[src/hw/rtl/assert_macros.svh]
// Assertion helper macros shared by the RTL files
`ifndef ASSERT_MACROS_SVH
`define ASSERT_MACROS_SVH
`ifndef ASSERT_OFF
// Property that must hold at every clock edge outside reset
`define ASSERT_PROP(label, clk, rst_n, prop, msg) \
  label: assert property (@(posedge clk) disable iff (!rst_n) prop) else $error(msg);
// Condition that must never be seen outside reset
`define ASSERT_NEVER(label, clk, rst_n, expr, msg) \
  label: assert property (@(posedge clk) disable iff (!rst_n) !(expr)) else $error(msg);
`else
`define ASSERT_PROP(label, clk, rst_n, prop, msg)
`define ASSERT_NEVER(label, clk, rst_n, expr, msg)
`endif
`endif

[src/hw/rtl/acfg_pkg.sv]
// Shared types, codes and constants of the actuator command frame generator
package acfg_pkg;

  // Configuration port geometry
  localparam int unsigned CFG_ADDR_W = 5;
  localparam int unsigned CFG_DATA_W = 32;
  localparam int unsigned REG_IDX_W  = 3;

  // Register indexes
  localparam logic [REG_IDX_W-1:0] REG_NODE_ID  = 3'd0;
  localparam logic [REG_IDX_W-1:0] REG_HOST_ID  = 3'd1;
  localparam logic [REG_IDX_W-1:0] REG_MAX_STEP = 3'd2;
  localparam logic [REG_IDX_W-1:0] REG_KP       = 3'd3;
  localparam logic [REG_IDX_W-1:0] REG_KD       = 3'd4;

  // Input item kinds
  localparam logic [1:0] MODE_TICK   = 2'd0;
  localparam logic [1:0] MODE_TARGET = 2'd1;
  localparam logic [1:0] MODE_TOGGLE = 2'd2;
  localparam logic [1:0] MODE_RX     = 2'd3;

  // Frame type codes (id bits 28:24)
  localparam logic [4:0] TYPE_OPERATION = 5'h01;
  localparam logic [4:0] TYPE_ENABLE    = 5'h03;
  localparam logic [4:0] TYPE_STOP      = 5'h04;
  localparam logic [4:0] TYPE_READ      = 5'h11;

  localparam logic [15:0] FIXED_MID  = 16'h7FFF;
  localparam logic [15:0] READ_INDEX = 16'h7019;
  localparam logic [3:0]  LEN_FULL   = 4'd8;
  localparam logic [3:0]  LEN_EMPTY  = 4'd0;

  // Limits: 4*pi rad in Q16.16, kp and kd in 1/256 units
  localparam logic signed [31:0] POS_LIMIT = 32'sd823550;
  localparam logic [20:0]        KP_LIMIT  = 21'd1280000;
  localparam logic [15:0]        KD_LIMIT  = 16'd25600;

  // Tick counter runs 0..4
  localparam logic [2:0] PHASE_LAST = 3'd4;

  // Exact floor(x*num/den) as (x*ceil(2^k*num/den)) >> k over the value range.
  // Position: 32767/823550 reduces to 4681/117650.
  localparam int unsigned POS_SHIFT = 38;
  localparam logic [63:0] POS_RECIP_FULL =
    ((64'd1 << POS_SHIFT) * 64'd4681 + 64'd117649) / 64'd117650;
  localparam logic [33:0] POS_RECIP    = POS_RECIP_FULL[33:0];
  localparam logic [16:0] POS_RECIP_LO = POS_RECIP[16:0];
  localparam logic [16:0] POS_RECIP_HI = POS_RECIP[33:17];

  // kp: 65535/1280000 reduces to 13107/256000
  localparam int unsigned KP_SHIFT = 39;
  localparam logic [63:0] KP_RECIP_FULL =
    ((64'd1 << KP_SHIFT) * 64'd13107 + 64'd255999) / 64'd256000;
  localparam logic [34:0] KP_RECIP    = KP_RECIP_FULL[34:0];
  localparam logic [17:0] KP_RECIP_LO = KP_RECIP[17:0];
  localparam logic [16:0] KP_RECIP_HI = KP_RECIP[34:18];

  // kd: 65535/25600 reduces to 13107/5120
  localparam int unsigned KD_SHIFT = 28;
  localparam logic [63:0] KD_RECIP_FULL =
    ((64'd1 << KD_SHIFT) * 64'd13107 + 64'd5119) / 64'd5120;
  localparam logic [29:0] KD_RECIP = KD_RECIP_FULL[29:0];

  // Result queue depth
  localparam int unsigned FIFO_DEPTH_DEFAULT = 8;

  // Channel payloads
  typedef struct packed {
    logic [1:0]         mode;
    logic signed [31:0] new_target;
    logic [28:0]        rx_frame_id;
    logic [31:0]        rx_value;
  } in_item_t;

  typedef struct packed {
    logic [28:0] frame_id;
    logic [3:0]  frame_length;
    logic [63:0] frame_data;
    logic        last;
  } out_item_t;

  // Configuration register set
  typedef struct packed {
    logic [7:0]  node_id;
    logic [7:0]  host_id;
    logic [19:0] max_step;
    logic [20:0] proportional_gain;
    logic [15:0] damping_gain;
  } cfg_t;

  localparam cfg_t CFG_RESET = '{
    node_id:           8'd127,
    host_id:           8'd253,
    max_step:          20'd11438,
    proportional_gain: 21'd10240,
    damping_gain:      16'd1280
  };

  // One bus frame
  typedef struct packed {
    logic [28:0] id;
    logic [3:0]  length;
    logic [63:0] data;
  } frame_t;

  // One queue entry: all frames caused by one input transaction
  typedef struct packed {
    logic   two;
    frame_t frame_a;
    frame_t frame_b;
  } fifo_entry_t;

  // State update stage -> multiply stage
  typedef struct packed {
    logic        op_en;
    logic        sec_en;
    logic [28:0] op_id;
    logic [28:0] sec_id;
    logic [3:0]  sec_len;
    logic [15:0] sec_data;
    logic [20:0] pos_off;
  } p1_t;

  // Multiply stage -> pack and queue
  typedef struct packed {
    logic        op_en;
    logic        sec_en;
    logic [28:0] op_id;
    logic [28:0] sec_id;
    logic [3:0]  sec_len;
    logic [15:0] sec_data;
    logic [37:0] pos_lo;
    logic [37:0] pos_hi;
    logic [38:0] kp_lo;
    logic [37:0] kp_hi;
    logic [44:0] kd_prod;
  } p2_t;

endpackage

[src/hw/rtl/acfg_if.sv]
// Valid/ready stream interfaces for the input and result channels
interface acfg_in_if;
  import acfg_pkg::*;
  logic     valid;
  logic     ready;
  in_item_t payload;
  modport source (output valid, output payload, input ready);
  modport sink (input valid, input payload, output ready);
endinterface

interface acfg_out_if;
  import acfg_pkg::*;
  logic      valid;
  logic      ready;
  out_item_t payload;
  modport source (output valid, output payload, input ready);
  modport sink (input valid, input payload, output ready);
endinterface

[src/hw/rtl/acfg_regs.sv]
// APB-style configuration register file
module acfg_regs (
  input  logic                              clk,
  input  logic                              rst_n,
  input  logic                              psel,
  input  logic                              penable,
  input  logic                              pwrite,
  input  logic [acfg_pkg::CFG_ADDR_W-1:0]   paddr,
  input  logic [acfg_pkg::CFG_DATA_W-1:0]   pwdata,
  output logic [acfg_pkg::CFG_DATA_W-1:0]   prdata,
  output logic                              pready,
  output acfg_pkg::cfg_t                    cfg
);
  import acfg_pkg::*;

  cfg_t                 cfg_r;
  logic                 wr_en;
  logic [REG_IDX_W-1:0] reg_idx;

  assign pready  = 1'b1;
  assign reg_idx = paddr[CFG_ADDR_W-1:2];
  assign wr_en   = psel && penable && pwrite && pready;
  assign cfg     = cfg_r;

  // Register writes; unknown indexes are dropped
  always_ff @(posedge clk) begin
    if (!rst_n) begin
      cfg_r <= CFG_RESET;
    end else if (wr_en) begin
      case (reg_idx)
        REG_NODE_ID:  cfg_r.node_id           <= pwdata[7:0];
        REG_HOST_ID:  cfg_r.host_id           <= pwdata[7:0];
        REG_MAX_STEP: cfg_r.max_step          <= pwdata[19:0];
        REG_KP:       cfg_r.proportional_gain <= pwdata[20:0];
        REG_KD:       cfg_r.damping_gain      <= pwdata[15:0];
        default: ;
      endcase
    end
  end

  // Read mux
  always_comb begin
    case (reg_idx)
      REG_NODE_ID:  prdata = {24'd0, cfg_r.node_id};
      REG_HOST_ID:  prdata = {24'd0, cfg_r.host_id};
      REG_MAX_STEP: prdata = {12'd0, cfg_r.max_step};
      REG_KP:       prdata = {11'd0, cfg_r.proportional_gain};
      REG_KD:       prdata = {16'd0, cfg_r.damping_gain};
      default:      prdata = '0;
    endcase
  end

endmodule

[src/hw/rtl/acfg_core.sv]
// Input register and actuator state update: slew, enable, target, measured position
`include "assert_macros.svh"
module acfg_core (
  input  logic           clk,
  input  logic           rst_n,
  acfg_in_if.sink        in_chan,
  input  logic           accept_ok,
  input  acfg_pkg::cfg_t cfg,
  output logic           in_busy,
  output logic           p1_valid,
  output acfg_pkg::p1_t  p1
);
  import acfg_pkg::*;

  localparam logic [7:0] EXP_UNIT = 8'd134;  // exponent where one LSB maps to 2^-16
  localparam logic [7:0] EXP_SAT  = 8'd142;  // from here on the magnitude is at least 2^31

  // float32 -> Q16.16, truncated toward zero, saturated, NaN gives zero
  function automatic logic signed [31:0] q16_from_float(input logic [31:0] bits);
    logic        sgn;
    logic [7:0]  ex;
    logic [22:0] man;
    logic [23:0] sig;
    logic [7:0]  sh;
    logic [31:0] mag;
    logic        sat;
    logic        nan;
    logic [31:0] res;
    sgn = bits[31];
    ex  = bits[30:23];
    man = bits[22:0];
    sig = {(ex != 8'd0), man};
    sat = 1'b0;
    nan = 1'b0;
    mag = '0;
    sh  = '0;
    if (ex == 8'hFF) begin
      if (man != 23'd0) nan = 1'b1;
      else sat = 1'b1;
    end else if (ex >= EXP_SAT) begin
      sat = 1'b1;
    end else if (ex >= EXP_UNIT) begin
      mag = {8'd0, sig} << (ex - EXP_UNIT);
    end else begin
      sh = EXP_UNIT - ((ex == 8'd0) ? 8'd1 : ex);
      if (sh < 8'd32) mag = {8'd0, sig} >> sh[4:0];
    end
    if (nan) res = '0;
    else if (sat) res = sgn ? 32'h8000_0000 : 32'h7FFF_FFFF;
    else res = sgn ? (32'd0 - mag) : mag;
    return res;
  endfunction

  logic               in_valid_r;
  in_item_t           in_item_r;
  logic               in_fire;

  logic               enabled_r, enabled_nxt;
  logic signed [31:0] target_r, target_nxt;
  logic signed [31:0] setpoint_r, setpoint_nxt;
  logic signed [31:0] measured_r, measured_nxt;
  logic [2:0]         tick_phase_r, tick_phase_nxt;

  logic               p1_valid_r, p1_valid_nxt;
  p1_t                p1_r, p1_nxt;

  logic signed [32:0] diff;
  logic signed [32:0] step;
  logic signed [31:0] slewed;
  logic signed [31:0] clamped;
  logic [31:0]        pos_shift;
  logic [2:0]         phase_wrap;
  logic               rx_match;
  logic [28:0]        op_id;

  assign in_fire       = in_chan.valid && accept_ok;
  assign in_chan.ready = accept_ok;
  assign in_busy       = in_valid_r;
  assign p1_valid      = p1_valid_r;
  assign p1            = p1_r;

  // Slew limiter and position clamp
  always_comb begin
    diff = $signed({target_r[31], target_r}) - $signed({setpoint_r[31], setpoint_r});
    step = $signed({13'd0, cfg.max_step});
    if (diff > step) slewed = setpoint_r + $signed({12'd0, cfg.max_step});
    else if (diff < -step) slewed = setpoint_r - $signed({12'd0, cfg.max_step});
    else slewed = target_r;
    if (slewed > POS_LIMIT) clamped = POS_LIMIT;
    else if (slewed < -POS_LIMIT) clamped = -POS_LIMIT;
    else clamped = slewed;
    pos_shift = 32'(clamped + POS_LIMIT);
  end

  assign phase_wrap = (tick_phase_r >= PHASE_LAST) ? 3'd0 : tick_phase_r + 3'd1;
  assign rx_match   = (in_item_r.rx_frame_id[28:24] == TYPE_READ) &&
                      (in_item_r.rx_frame_id[15:8] == cfg.node_id);
  assign op_id      = {TYPE_OPERATION, FIXED_MID, cfg.node_id};

  // Per-transaction state update and frame selection
  always_comb begin
    enabled_nxt    = enabled_r;
    target_nxt     = target_r;
    setpoint_nxt   = setpoint_r;
    measured_nxt   = measured_r;
    tick_phase_nxt = tick_phase_r;
    p1_nxt         = '0;
    p1_nxt.op_id   = op_id;
    p1_nxt.pos_off = pos_shift[20:0];
    if (in_valid_r) begin
      case (in_item_r.mode)
        MODE_TICK: begin
          if (enabled_r) begin
            setpoint_nxt = slewed;
            p1_nxt.op_en = 1'b1;
          end
          tick_phase_nxt = phase_wrap;
          if (phase_wrap == 3'd0) begin
            p1_nxt.sec_en   = 1'b1;
            p1_nxt.sec_id   = {TYPE_READ, 8'h00, cfg.host_id, cfg.node_id};
            p1_nxt.sec_len  = LEN_FULL;
            p1_nxt.sec_data = READ_INDEX;
          end
        end
        MODE_TARGET: begin
          if (enabled_r) target_nxt = in_item_r.new_target;
        end
        MODE_TOGGLE: begin
          p1_nxt.sec_en  = 1'b1;
          p1_nxt.sec_len = LEN_EMPTY;
          if (!enabled_r) begin
            setpoint_nxt  = measured_r;
            target_nxt    = measured_r;
            enabled_nxt   = 1'b1;
            p1_nxt.sec_id = {TYPE_ENABLE, 8'h00, cfg.host_id, cfg.node_id};
          end else begin
            enabled_nxt   = 1'b0;
            p1_nxt.sec_id = {TYPE_STOP, 8'h00, cfg.host_id, cfg.node_id};
          end
        end
        MODE_RX: begin
          if (rx_match) measured_nxt = q16_from_float(in_item_r.rx_value);
        end
        default: ;
      endcase
    end
    p1_valid_nxt = p1_nxt.op_en || p1_nxt.sec_en;
  end

  // Control and state registers
  always_ff @(posedge clk) begin
    if (!rst_n) begin
      in_valid_r   <= 1'b0;
      enabled_r    <= 1'b0;
      target_r     <= '0;
      setpoint_r   <= '0;
      measured_r   <= '0;
      tick_phase_r <= '0;
      p1_valid_r   <= 1'b0;
    end else begin
      in_valid_r   <= in_fire;
      enabled_r    <= enabled_nxt;
      target_r     <= target_nxt;
      setpoint_r   <= setpoint_nxt;
      measured_r   <= measured_nxt;
      tick_phase_r <= tick_phase_nxt;
      p1_valid_r   <= p1_valid_nxt;
    end
  end

  // Payload registers
  always_ff @(posedge clk) begin
    if (in_fire) in_item_r <= in_chan.payload;
    p1_r <= p1_nxt;
  end

  `ASSERT_PROP(a_tick_sends_operation, clk, rst_n, (in_valid_r && in_item_r.mode == MODE_TICK && enabled_r) |=> (p1_valid_r && p1_r.op_en), "enabled tick produced no operation frame")
  `ASSERT_PROP(a_toggle_sends_one_frame, clk, rst_n, (in_valid_r && in_item_r.mode == MODE_TOGGLE) |=> (p1_valid_r && p1_r.sec_en && !p1_r.op_en), "toggle did not produce exactly one frame")

endmodule

[src/hw/rtl/acfg_quant.sv]
// Position and gain quantizer: reciprocal multiply stage, then combine and frame packing
module acfg_quant (
  input  logic                  clk,
  input  logic                  rst_n,
  input  acfg_pkg::cfg_t        cfg,
  input  logic                  p1_valid,
  input  acfg_pkg::p1_t         p1,
  output logic                  p2_busy,
  output logic                  push,
  output acfg_pkg::fifo_entry_t push_entry
);
  import acfg_pkg::*;

  logic        p2_valid_r;
  p2_t         p2_r, p2_nxt;
  logic [20:0] kp_c;
  logic [15:0] kd_c;
  logic [54:0] pos_sum;
  logic [55:0] kp_sum;
  logic [15:0] pos16, kp16, kd16;
  frame_t      op_frame, sec_frame;

  // Clamp gains and form partial products
  always_comb begin
    kp_c = (cfg.proportional_gain > KP_LIMIT) ? KP_LIMIT : cfg.proportional_gain;
    kd_c = (cfg.damping_gain > KD_LIMIT) ? KD_LIMIT : cfg.damping_gain;
    p2_nxt          = '0;
    p2_nxt.op_en    = p1.op_en;
    p2_nxt.sec_en   = p1.sec_en;
    p2_nxt.op_id    = p1.op_id;
    p2_nxt.sec_id   = p1.sec_id;
    p2_nxt.sec_len  = p1.sec_len;
    p2_nxt.sec_data = p1.sec_data;
    p2_nxt.pos_lo   = {17'd0, p1.pos_off} * {21'd0, POS_RECIP_LO};
    p2_nxt.pos_hi   = {17'd0, p1.pos_off} * {21'd0, POS_RECIP_HI};
    p2_nxt.kp_lo    = {18'd0, kp_c} * {21'd0, KP_RECIP_LO};
    p2_nxt.kp_hi    = {17'd0, kp_c} * {21'd0, KP_RECIP_HI};
    p2_nxt.kd_prod  = {29'd0, kd_c} * {15'd0, KD_RECIP};
  end

  always_ff @(posedge clk) begin
    if (!rst_n) p2_valid_r <= 1'b0;
    else p2_valid_r <= p1_valid;
  end

  always_ff @(posedge clk) begin
    p2_r <= p2_nxt;
  end

  // Recombine halves and drop the fraction bits
  always_comb begin
    pos_sum = {p2_r.pos_hi, 17'd0} + {17'd0, p2_r.pos_lo};
    kp_sum  = {p2_r.kp_hi, 18'd0} + {17'd0, p2_r.kp_lo};
    pos16   = pos_sum[POS_SHIFT +: 16];
    kp16    = kp_sum[KP_SHIFT +: 16];
    kd16    = p2_r.kd_prod[KD_SHIFT +: 16];
  end

  // Frame packing, big-endian fields
  always_comb begin
    op_frame.id     = p2_r.op_id;
    op_frame.length = LEN_FULL;
    op_frame.data   = {kd16[7:0], kd16[15:8], kp16[7:0], kp16[15:8],
                       FIXED_MID[7:0], FIXED_MID[15:8], pos16[7:0], pos16[15:8]};
    sec_frame.id     = p2_r.sec_id;
    sec_frame.length = p2_r.sec_len;
    sec_frame.data   = {48'd0, p2_r.sec_data};
    push_entry.two     = p2_r.op_en && p2_r.sec_en;
    push_entry.frame_a = p2_r.op_en ? op_frame : sec_frame;
    push_entry.frame_b = sec_frame;
  end

  assign push    = p2_valid_r;
  assign p2_busy = p2_valid_r;

endmodule

[src/hw/rtl/acfg_out_fifo.sv]
// Result queue: an entry per framed input, a frame per cycle while ready, last on the final one
`include "assert_macros.svh"
module acfg_out_fifo #(
  parameter int unsigned DEPTH = acfg_pkg::FIFO_DEPTH_DEFAULT
) (
  input  logic                  clk,
  input  logic                  rst_n,
  input  logic                  push,
  input  acfg_pkg::fifo_entry_t push_entry,
  input  logic [1:0]            inflight,
  output logic                  accept_ok,
  acfg_out_if.source            out_chan
);
  import acfg_pkg::*;

  localparam int unsigned PTR_W = (DEPTH > 1) ? $clog2(DEPTH) : 1;
  localparam int unsigned CNT_W = $clog2(DEPTH + 1);
  localparam int unsigned OCC_W = CNT_W + 2;

  fifo_entry_t      mem_r [DEPTH];
  logic [PTR_W-1:0] wr_ptr_r, rd_ptr_r;
  logic [CNT_W-1:0] count_r;
  logic             sub_r;
  fifo_entry_t      head;
  frame_t           cur;
  logic             is_last;
  logic             fire;
  logic             pop;
  logic [OCC_W-1:0] occupancy;

  function automatic logic [PTR_W-1:0] ptr_inc(input logic [PTR_W-1:0] p);
    return (p == PTR_W'(DEPTH - 1)) ? '0 : p + PTR_W'(1);
  endfunction

  // Credit check: every transaction still in the pipe may need an entry
  assign occupancy = OCC_W'(count_r) + OCC_W'(inflight);
  assign accept_ok = occupancy < OCC_W'(DEPTH);

  // Head entry and frame select
  assign head    = mem_r[rd_ptr_r];
  assign cur     = sub_r ? head.frame_b : head.frame_a;
  assign is_last = sub_r || !head.two;
  assign fire    = out_chan.valid && out_chan.ready;
  assign pop     = fire && is_last;

  assign out_chan.valid                = (count_r != '0);
  assign out_chan.payload.frame_id     = cur.id;
  assign out_chan.payload.frame_length = cur.length;
  assign out_chan.payload.frame_data   = cur.data;
  assign out_chan.payload.last         = is_last;

  // Pointers, fill count and frame index
  always_ff @(posedge clk) begin
    if (!rst_n) begin
      wr_ptr_r <= '0;
      rd_ptr_r <= '0;
      count_r  <= '0;
      sub_r    <= 1'b0;
    end else begin
      if (push) wr_ptr_r <= ptr_inc(wr_ptr_r);
      if (pop) rd_ptr_r <= ptr_inc(rd_ptr_r);
      count_r <= count_r + CNT_W'(push) - CNT_W'(pop);
      if (fire) sub_r <= !pop;
    end
  end

  // Entry storage
  always_ff @(posedge clk) begin
    if (push) mem_r[wr_ptr_r] <= push_entry;
  end

  `ASSERT_NEVER(a_no_overflow, clk, rst_n, push && !pop && (count_r == CNT_W'(DEPTH)), "result queue overflow")
  `ASSERT_PROP(a_second_frame_valid, clk, rst_n, sub_r |-> (count_r != '0 && head.two), "second frame index on a single-frame entry")

endmodule

[src/hw/rtl/actuator_command_frame_generator_top.sv]
// Actuator command frame generator, top level.
// The first result frame is offered after the input register, the state update
//   register, the reciprocal multiply register and the result queue write.
// Throughput: one input transaction per cycle while the result queue has room; the
//   output moves one frame per cycle while out_chan.ready is high.
// Reset: rst_n synchronous, active low; register defaults, all state and queue cleared.
module actuator_command_frame_generator_top #(
  parameter int unsigned DEPTH = acfg_pkg::FIFO_DEPTH_DEFAULT
) (
  input  logic                            clk,
  input  logic                            rst_n,
  acfg_in_if.sink                         in_chan,
  acfg_out_if.source                      out_chan,
  input  logic                            psel,
  input  logic                            penable,
  input  logic                            pwrite,
  input  logic [acfg_pkg::CFG_ADDR_W-1:0] paddr,
  input  logic [acfg_pkg::CFG_DATA_W-1:0] pwdata,
  output logic [acfg_pkg::CFG_DATA_W-1:0] prdata,
  output logic                            pready
);
  import acfg_pkg::*;

  cfg_t        cfg;
  logic        accept_ok;
  logic        in_busy;
  logic        p1_valid;
  p1_t         p1;
  logic        p2_busy;
  logic        push;
  fifo_entry_t push_entry;
  logic [1:0]  inflight;

  // Transactions between acceptance and the queue
  assign inflight = 2'(in_busy) + 2'(p1_valid) + 2'(p2_busy);

  acfg_regs u_regs (
    .clk     (clk),
    .rst_n   (rst_n),
    .psel    (psel),
    .penable (penable),
    .pwrite  (pwrite),
    .paddr   (paddr),
    .pwdata  (pwdata),
    .prdata  (prdata),
    .pready  (pready),
    .cfg     (cfg)
  );

  acfg_core u_core (
    .clk       (clk),
    .rst_n     (rst_n),
    .in_chan   (in_chan),
    .accept_ok (accept_ok),
    .cfg       (cfg),
    .in_busy   (in_busy),
    .p1_valid  (p1_valid),
    .p1        (p1)
  );

  acfg_quant u_quant (
    .clk        (clk),
    .rst_n      (rst_n),
    .cfg        (cfg),
    .p1_valid   (p1_valid),
    .p1         (p1),
    .p2_busy    (p2_busy),
    .push       (push),
    .push_entry (push_entry)
  );

  acfg_out_fifo #(
    .DEPTH (DEPTH)
  ) u_out_fifo (
    .clk        (clk),
    .rst_n      (rst_n),
    .push       (push),
    .push_entry (push_entry),
    .inflight   (inflight),
    .accept_ok  (accept_ok),
    .out_chan   (out_chan)
  );

endmodule
[src/flat_wrapper.sv]
// flat-port wrapper written by rule: the top's interface ports become plain ports
module actuator_command_frame_generator_top_flat import acfg_pkg::*;
#(
  parameter int unsigned DEPTH = acfg_pkg::FIFO_DEPTH_DEFAULT
)
  (clk, rst_n, psel, penable, pwrite, paddr, pwdata, prdata, pready, in_chan_valid, in_chan_payload, in_chan_ready, out_chan_valid, out_chan_payload, out_chan_ready);
  acfg_in_if in_chan_i ();
  acfg_out_if out_chan_i ();
  input  logic clk;
  input  logic rst_n;
  input  logic psel;
  input  logic penable;
  input  logic pwrite;
  input  logic [acfg_pkg::CFG_ADDR_W-1:0] paddr;
  input  logic [acfg_pkg::CFG_DATA_W-1:0] pwdata;
  output logic [acfg_pkg::CFG_DATA_W-1:0] prdata;
  output logic pready;
  input wire logic [$bits(in_chan_i.valid)-1:0] in_chan_valid;
  input wire logic [$bits(in_chan_i.payload)-1:0] in_chan_payload;
  output wire logic [$bits(in_chan_i.ready)-1:0] in_chan_ready;
  output wire logic [$bits(out_chan_i.valid)-1:0] out_chan_valid;
  output wire logic [$bits(out_chan_i.payload)-1:0] out_chan_payload;
  input wire logic [$bits(out_chan_i.ready)-1:0] out_chan_ready;
  assign in_chan_i.valid = in_chan_valid;
  assign in_chan_i.payload = in_chan_payload;
  assign in_chan_ready = in_chan_i.ready;
  assign out_chan_valid = out_chan_i.valid;
  assign out_chan_payload = out_chan_i.payload;
  assign out_chan_i.ready = out_chan_ready;
  actuator_command_frame_generator_top #(.DEPTH(DEPTH)) u_core (.clk(clk), .rst_n(rst_n), .in_chan(in_chan_i), .out_chan(out_chan_i), .psel(psel), .penable(penable), .pwrite(pwrite), .paddr(paddr), .pwdata(pwdata), .prdata(prdata), .pready(pready));
endmodule
[config.mk]
export PLATFORM = sky130hd
export DESIGN_NAME = actuator_command_frame_generator_top_flat
export DESIGN_NICKNAME = d
export VERILOG_FILES = /design/src/hw/rtl/acfg_pkg.sv /design/src/hw/rtl/acfg_if.sv /design/src/hw/rtl/acfg_regs.sv /design/src/hw/rtl/acfg_core.sv /design/src/hw/rtl/acfg_quant.sv /design/src/hw/rtl/acfg_out_fifo.sv /design/src/hw/rtl/actuator_command_frame_generator_top.sv /design/src/flat_wrapper.sv
export VERILOG_INCLUDE_DIRS = /design/src /design/src/hw/rtl
export SDC_FILE = /design/constraint.sdc
export NUM_CORES = 2
export LEC_CHECK = 0
export ABC_AREA = 1
export BUFFER_PORTS_ARGS = -buffer_cell sky130_fd_sc_hd__clkbuf_2
export CAP_MARGIN = 20
export CELL_PAD_IN_SITES_DETAIL_PLACEMENT = 1
export CELL_PAD_IN_SITES_GLOBAL_PLACEMENT = 1
export CORE_MARGIN = 2
export CORE_UTILIZATION = 48
export CTS_CLUSTER_SIZE = 10
export DETAILED_ROUTE_END_ITERATION = 12
export PLACE_DENSITY_LB_ADDON = 0.08
export SLEW_MARGIN = 5
export SYNTH_ARGS = -nofsm -noshare
export SYNTH_HDL_FRONTEND = slang
export SYNTH_SLANG_ARGS = --single-unit
[constraint.sdc]
create_clock -name clk -period 10.8 [get_ports clk]
set_input_delay 1.08 -clock clk [delete_from_list [all_inputs] [get_ports clk]]
set_output_delay 1.08 -clock clk [all_outputs]
set_load 0.02 [all_outputs]
==> results by group <==
Global routing
  – Total global routing overflow: 0
  – Largest net degree at the start of global routing: 229
  – GRT Resource Usage Total: 29.7%
  – First-pass GRT wire length: 410 mm
  – Initial antenna violation count: 24
  – Number of global-route vias before repair: 68.7k

Finish
  – Multi-input combinational cell area: 45400 sq um
  – Register area: 32300 sq um
  – Final #Nets: 10.7k
  – Fillers: 19.8k
  – Area grow syn2layout: 9.50%
  – Layout cells sized above 1: around 7.1%

Drt
  – Initial DRC Count: 4435
  – DRC: 0
  – Final ANT Viol Nets: 0
  – Routed WL: 266 mm
  – Routed len/inst: 23.0 um
  – DR pass1 iterations: 5
  – Via count: ~65k
  – Post-DR vias/cell: 5.63

Die
  – # rows: 153
  – Ports: approximately 270
  – Core Box Area: 174000 sq um
  – Die footprint: about 180000 sq um
  – Initial core utilization: 48.4%
  – Die Span Y: roughly 420 um
  – Die Wd: roughly 420 um

Setup path
  – Startpoint Class: flop
  – Crit path max fanout: 19
  – Critical Path AT: between 10 and 15 ns
  – Crit. End Element: flop
  – Slowest CP cell: fa_1
  – Most frequent CP cell: inv_1
  – CP Class: flop to flop
  – CP Data Required Time: 11.45 ns
  – Maximum single-stage delay on the critical path: 0.60 ns

Placed design
  – Final Wtd Congestion: around 0.97
  – Count of buffers from port buffering: 224
  – Hpwl dp: 200 mm

STA
  – Final slew viol count: 0
  – Final Hold Fails: 0
  – TNS Setup: 0 ns
  – Worst clock skew: 0.0572 ns
  – Max_slew headroom: 13.0%
  – F_max: 106 MHz
  – Final setup viols: 0
  – Post-layout min period: about 9.4 ns
  – Tcrit/Tclk final: just under 90%
  – Unrepaired setup endpoints after global routing: false
  – Worst-Margin Slew: 1.29 ns

Clocking
  – Clk Latency, worst-skew pair: 0.82 ns
  – CTS Hold Buffers Added: 0
  – Clock sink count: 1207
  – Num CTS Buffers: between 100 and 150
  – Root buf cell: clkbuf_16
  – CTS tree: built
  – Reg clk slew, reported paths: 0.06 ns
  – H-tree depth: 4
  – Resize count post-CTS: 0
  – Post-CTS Setup Repair Bufs: 0
  – Clock Tree Buf Depth: 3

Synthesis
  – Yosys Warn Count: 0
  – Post-synth EDFFs: a little over 800
  – Synth Register Bits: 1207
  – Cell variety after synth: 71
  – Asr flop ratio synth: 0%
  – Synthesized area: 84200 sq um
  – Ys flop type: edfxtp_1
  – Sequential-to-total area share from yosys stat: between 30% and 40%
  – Mapped Avg Cell Area: 9.37 sq um
  – Synth Instances: 8986

Min path
  – Worst min path class: flop to flop

Outcome
  – Status: finished, final reports clean

Flow run
  – # Max-Cap Violations: 0
[area by class of cell]
| type | count | share of cell area, % |
|---|---|---|
| Multi-Input combinational cell | 6109 | 49.3 |
| Sequential cell | 1207 | 35.1 |
| Inverter | 1337 | 5.46 |
| Clock buffer | 226 | 4.41 |
| Tap cell | 2325 | 3.16 |
| Timing Repair Buffer | 315 | 2.00 |
| Clock inverter | 32 | 0.569 |
| Antenna cell | 15 | 0.0407 |
[cells in the mapped netlist (20+ instances only)]
cell type	count	area share, %
inv_1	1313	5.9
nand2_1	1210	5.4
nor2_1	901	4.0
ha_1	845	13
edfxtp_1	815	29
o21ai_0	794	4.7
fa_1	567	13
a21oi_1	408	2.4
dfxtp_1	392	9.3
nand3_1	264	1.6
clkbuf_1	262	1.2
xor2_1	178	1.9
a31oi_1	122	0.91
nor3_1	98	0.58
o22ai_1	87	0.65
o221ai_1	80	0.83
o211ai_1	78	0.70
nand4_1	68	0.51
xnor2_1	53	0.55
buf_4	48	0.43
nand2_2	33	0.25
or2_2	28	0.21
nor4_1	27	0.20
a211oi_1	20	0.18
buf_1	20	0.089
[flip-flops by register name, summed over array words and instances (netlist names), 8 cells and up, named ones only]
signal                     cells
u_core.u_core.measured_r      32
u_core.u_out_fifo.mem_r      736
u_core.u_quant.kd16           16
u_core.u_core.target_r        32
u_core.u_regs.cfg             73
u_core.u_core.setpoint_r      32
u_core.u_quant.p2_r          105
u_core.u_core.p1              52
u_core.u_core.in_item_r       79
u_core.u_quant.op_frame        8
u_core.u_quant.push_entry     21
[path summary, 6_finish.rpt]
path                                 end                  start  cells past startpoint  slack (ns)
min          u_core.u_quant.op_frame[73]   u_core.u_core.p1[75]                      0        0.31
max              u_core.u_quant.p2_r[81]  u_core.u_regs.cfg[16]                     38        1.39
min reg2reg  u_core.u_quant.op_frame[73]   u_core.u_core.p1[75]                      0        0.31
max reg2reg      u_core.u_quant.p2_r[81]  u_core.u_regs.cfg[16]                     38        1.39
[routing by layer]
metal	routed length, um	track usage (%)	vias up
met2	129000	49.6	1473
met4	11000	11.6	0
met5	0	0	-
met1	115000	39.6	32894
li1	-	-	30333
met3	11400	3.22	395
[placed cells by master (no fill, tap or decap), types with 16 or more instances in the layout]
| cell type | count |
|---|---|
| o221ai_1 | 80 |
| a311oi_1 | 18 |
| o211ai_1 | 78 |
| or2_2 | 28 |
| nor2_2 | 19 |
| nand2_1 | 1209 |
| nor4_1 | 26 |
| fa_1 | 567 |
| a211oi_1 | 20 |
| o31ai_1 | 18 |
| nand4_1 | 68 |
| dfxtp_1 | 388 |
| o21bai_1 | 16 |
| xnor2_1 | 53 |
| o22ai_1 | 87 |
| nand2_2 | 34 |
| o21a_1 | 18 |
| a31oi_1 | 121 |
| nor3_1 | 92 |
| a21o_1 | 17 |
| inv_1 | 1310 |
| o21ai_0 | 794 |
| conb_1 | 24 |
| nor2_1 | 891 |
| clkbuf_2 | 223 |
| xor2_1 | 178 |
| clkbuf_16 | 149 |
| clkbuf_1 | 72 |
| nand3_1 | 264 |
| a21oi_1 | 406 |
| ha_1 | 845 |
| buf_4 | 86 |
| edfxtp_1 | 815 |
| inv_2 | 17 |
[per-stage QoR]
| step | cell area, sq um | utilization (%) | hold slack [ns] | cells | setup slack (ns) |
|---|---|---|---|---|---|
| 2_1_floorplan | 84300 | - | 0.310 | 9008 | 3.17 |
| 3_3_place_gp | 87500 | 50.3 | 0.310 | 11284 | 1.60 |
| 3_5_place_dp | 87500 | 50.3 | 0.313 | 11290 | 1.58 |
| 4_1_cts | 92100 | 52.9 | 0.313 | 11548 | 1.48 |
| 5_1_grt | 92200 | 53.0 | 0.313 | 11563 | 0.564 |
| 6_report | 92200 | 53.0 | 0.305 | 11566 | 1.39 |
[kinds of logic (layout without fill, tap and decap cells)]
| family | count (synthesis) | count (layout) | synth area share (%) |
|---|---|---|---|
| multiplexers | 11 | 11 | 0.131 |
| buffers and inverters | 1692 | 1910 | 7.89 |
| flip-flops | 1207 | 1207 | 38.4 |
| AO/OA/AOI/OAI | 1730 | 1730 | 11.7 |
| XOR/XNOR | 233 | 233 | 2.44 |
| AND/OR/NAND/NOR | 2699 | 2699 | 13.4 |
| adder cells (fa/ha/maj) | 1412 | 1412 | 26.0 |
| other | 2 | 39 | 0.00892 |
[critical path: cells and delay by family, from the launching register on]
kind,cells,cell delay (ns)
fa+ha+maj,7,3.34
compound gates,10,2.30
simple gates,12,1.89
buf+inv,8,1.23
flops,1,0.31
xor+xnor,1,0.15
Power is not shown: default switching activity piles up to over one toggle a cycle in this logic, so the estimate is an artifact.
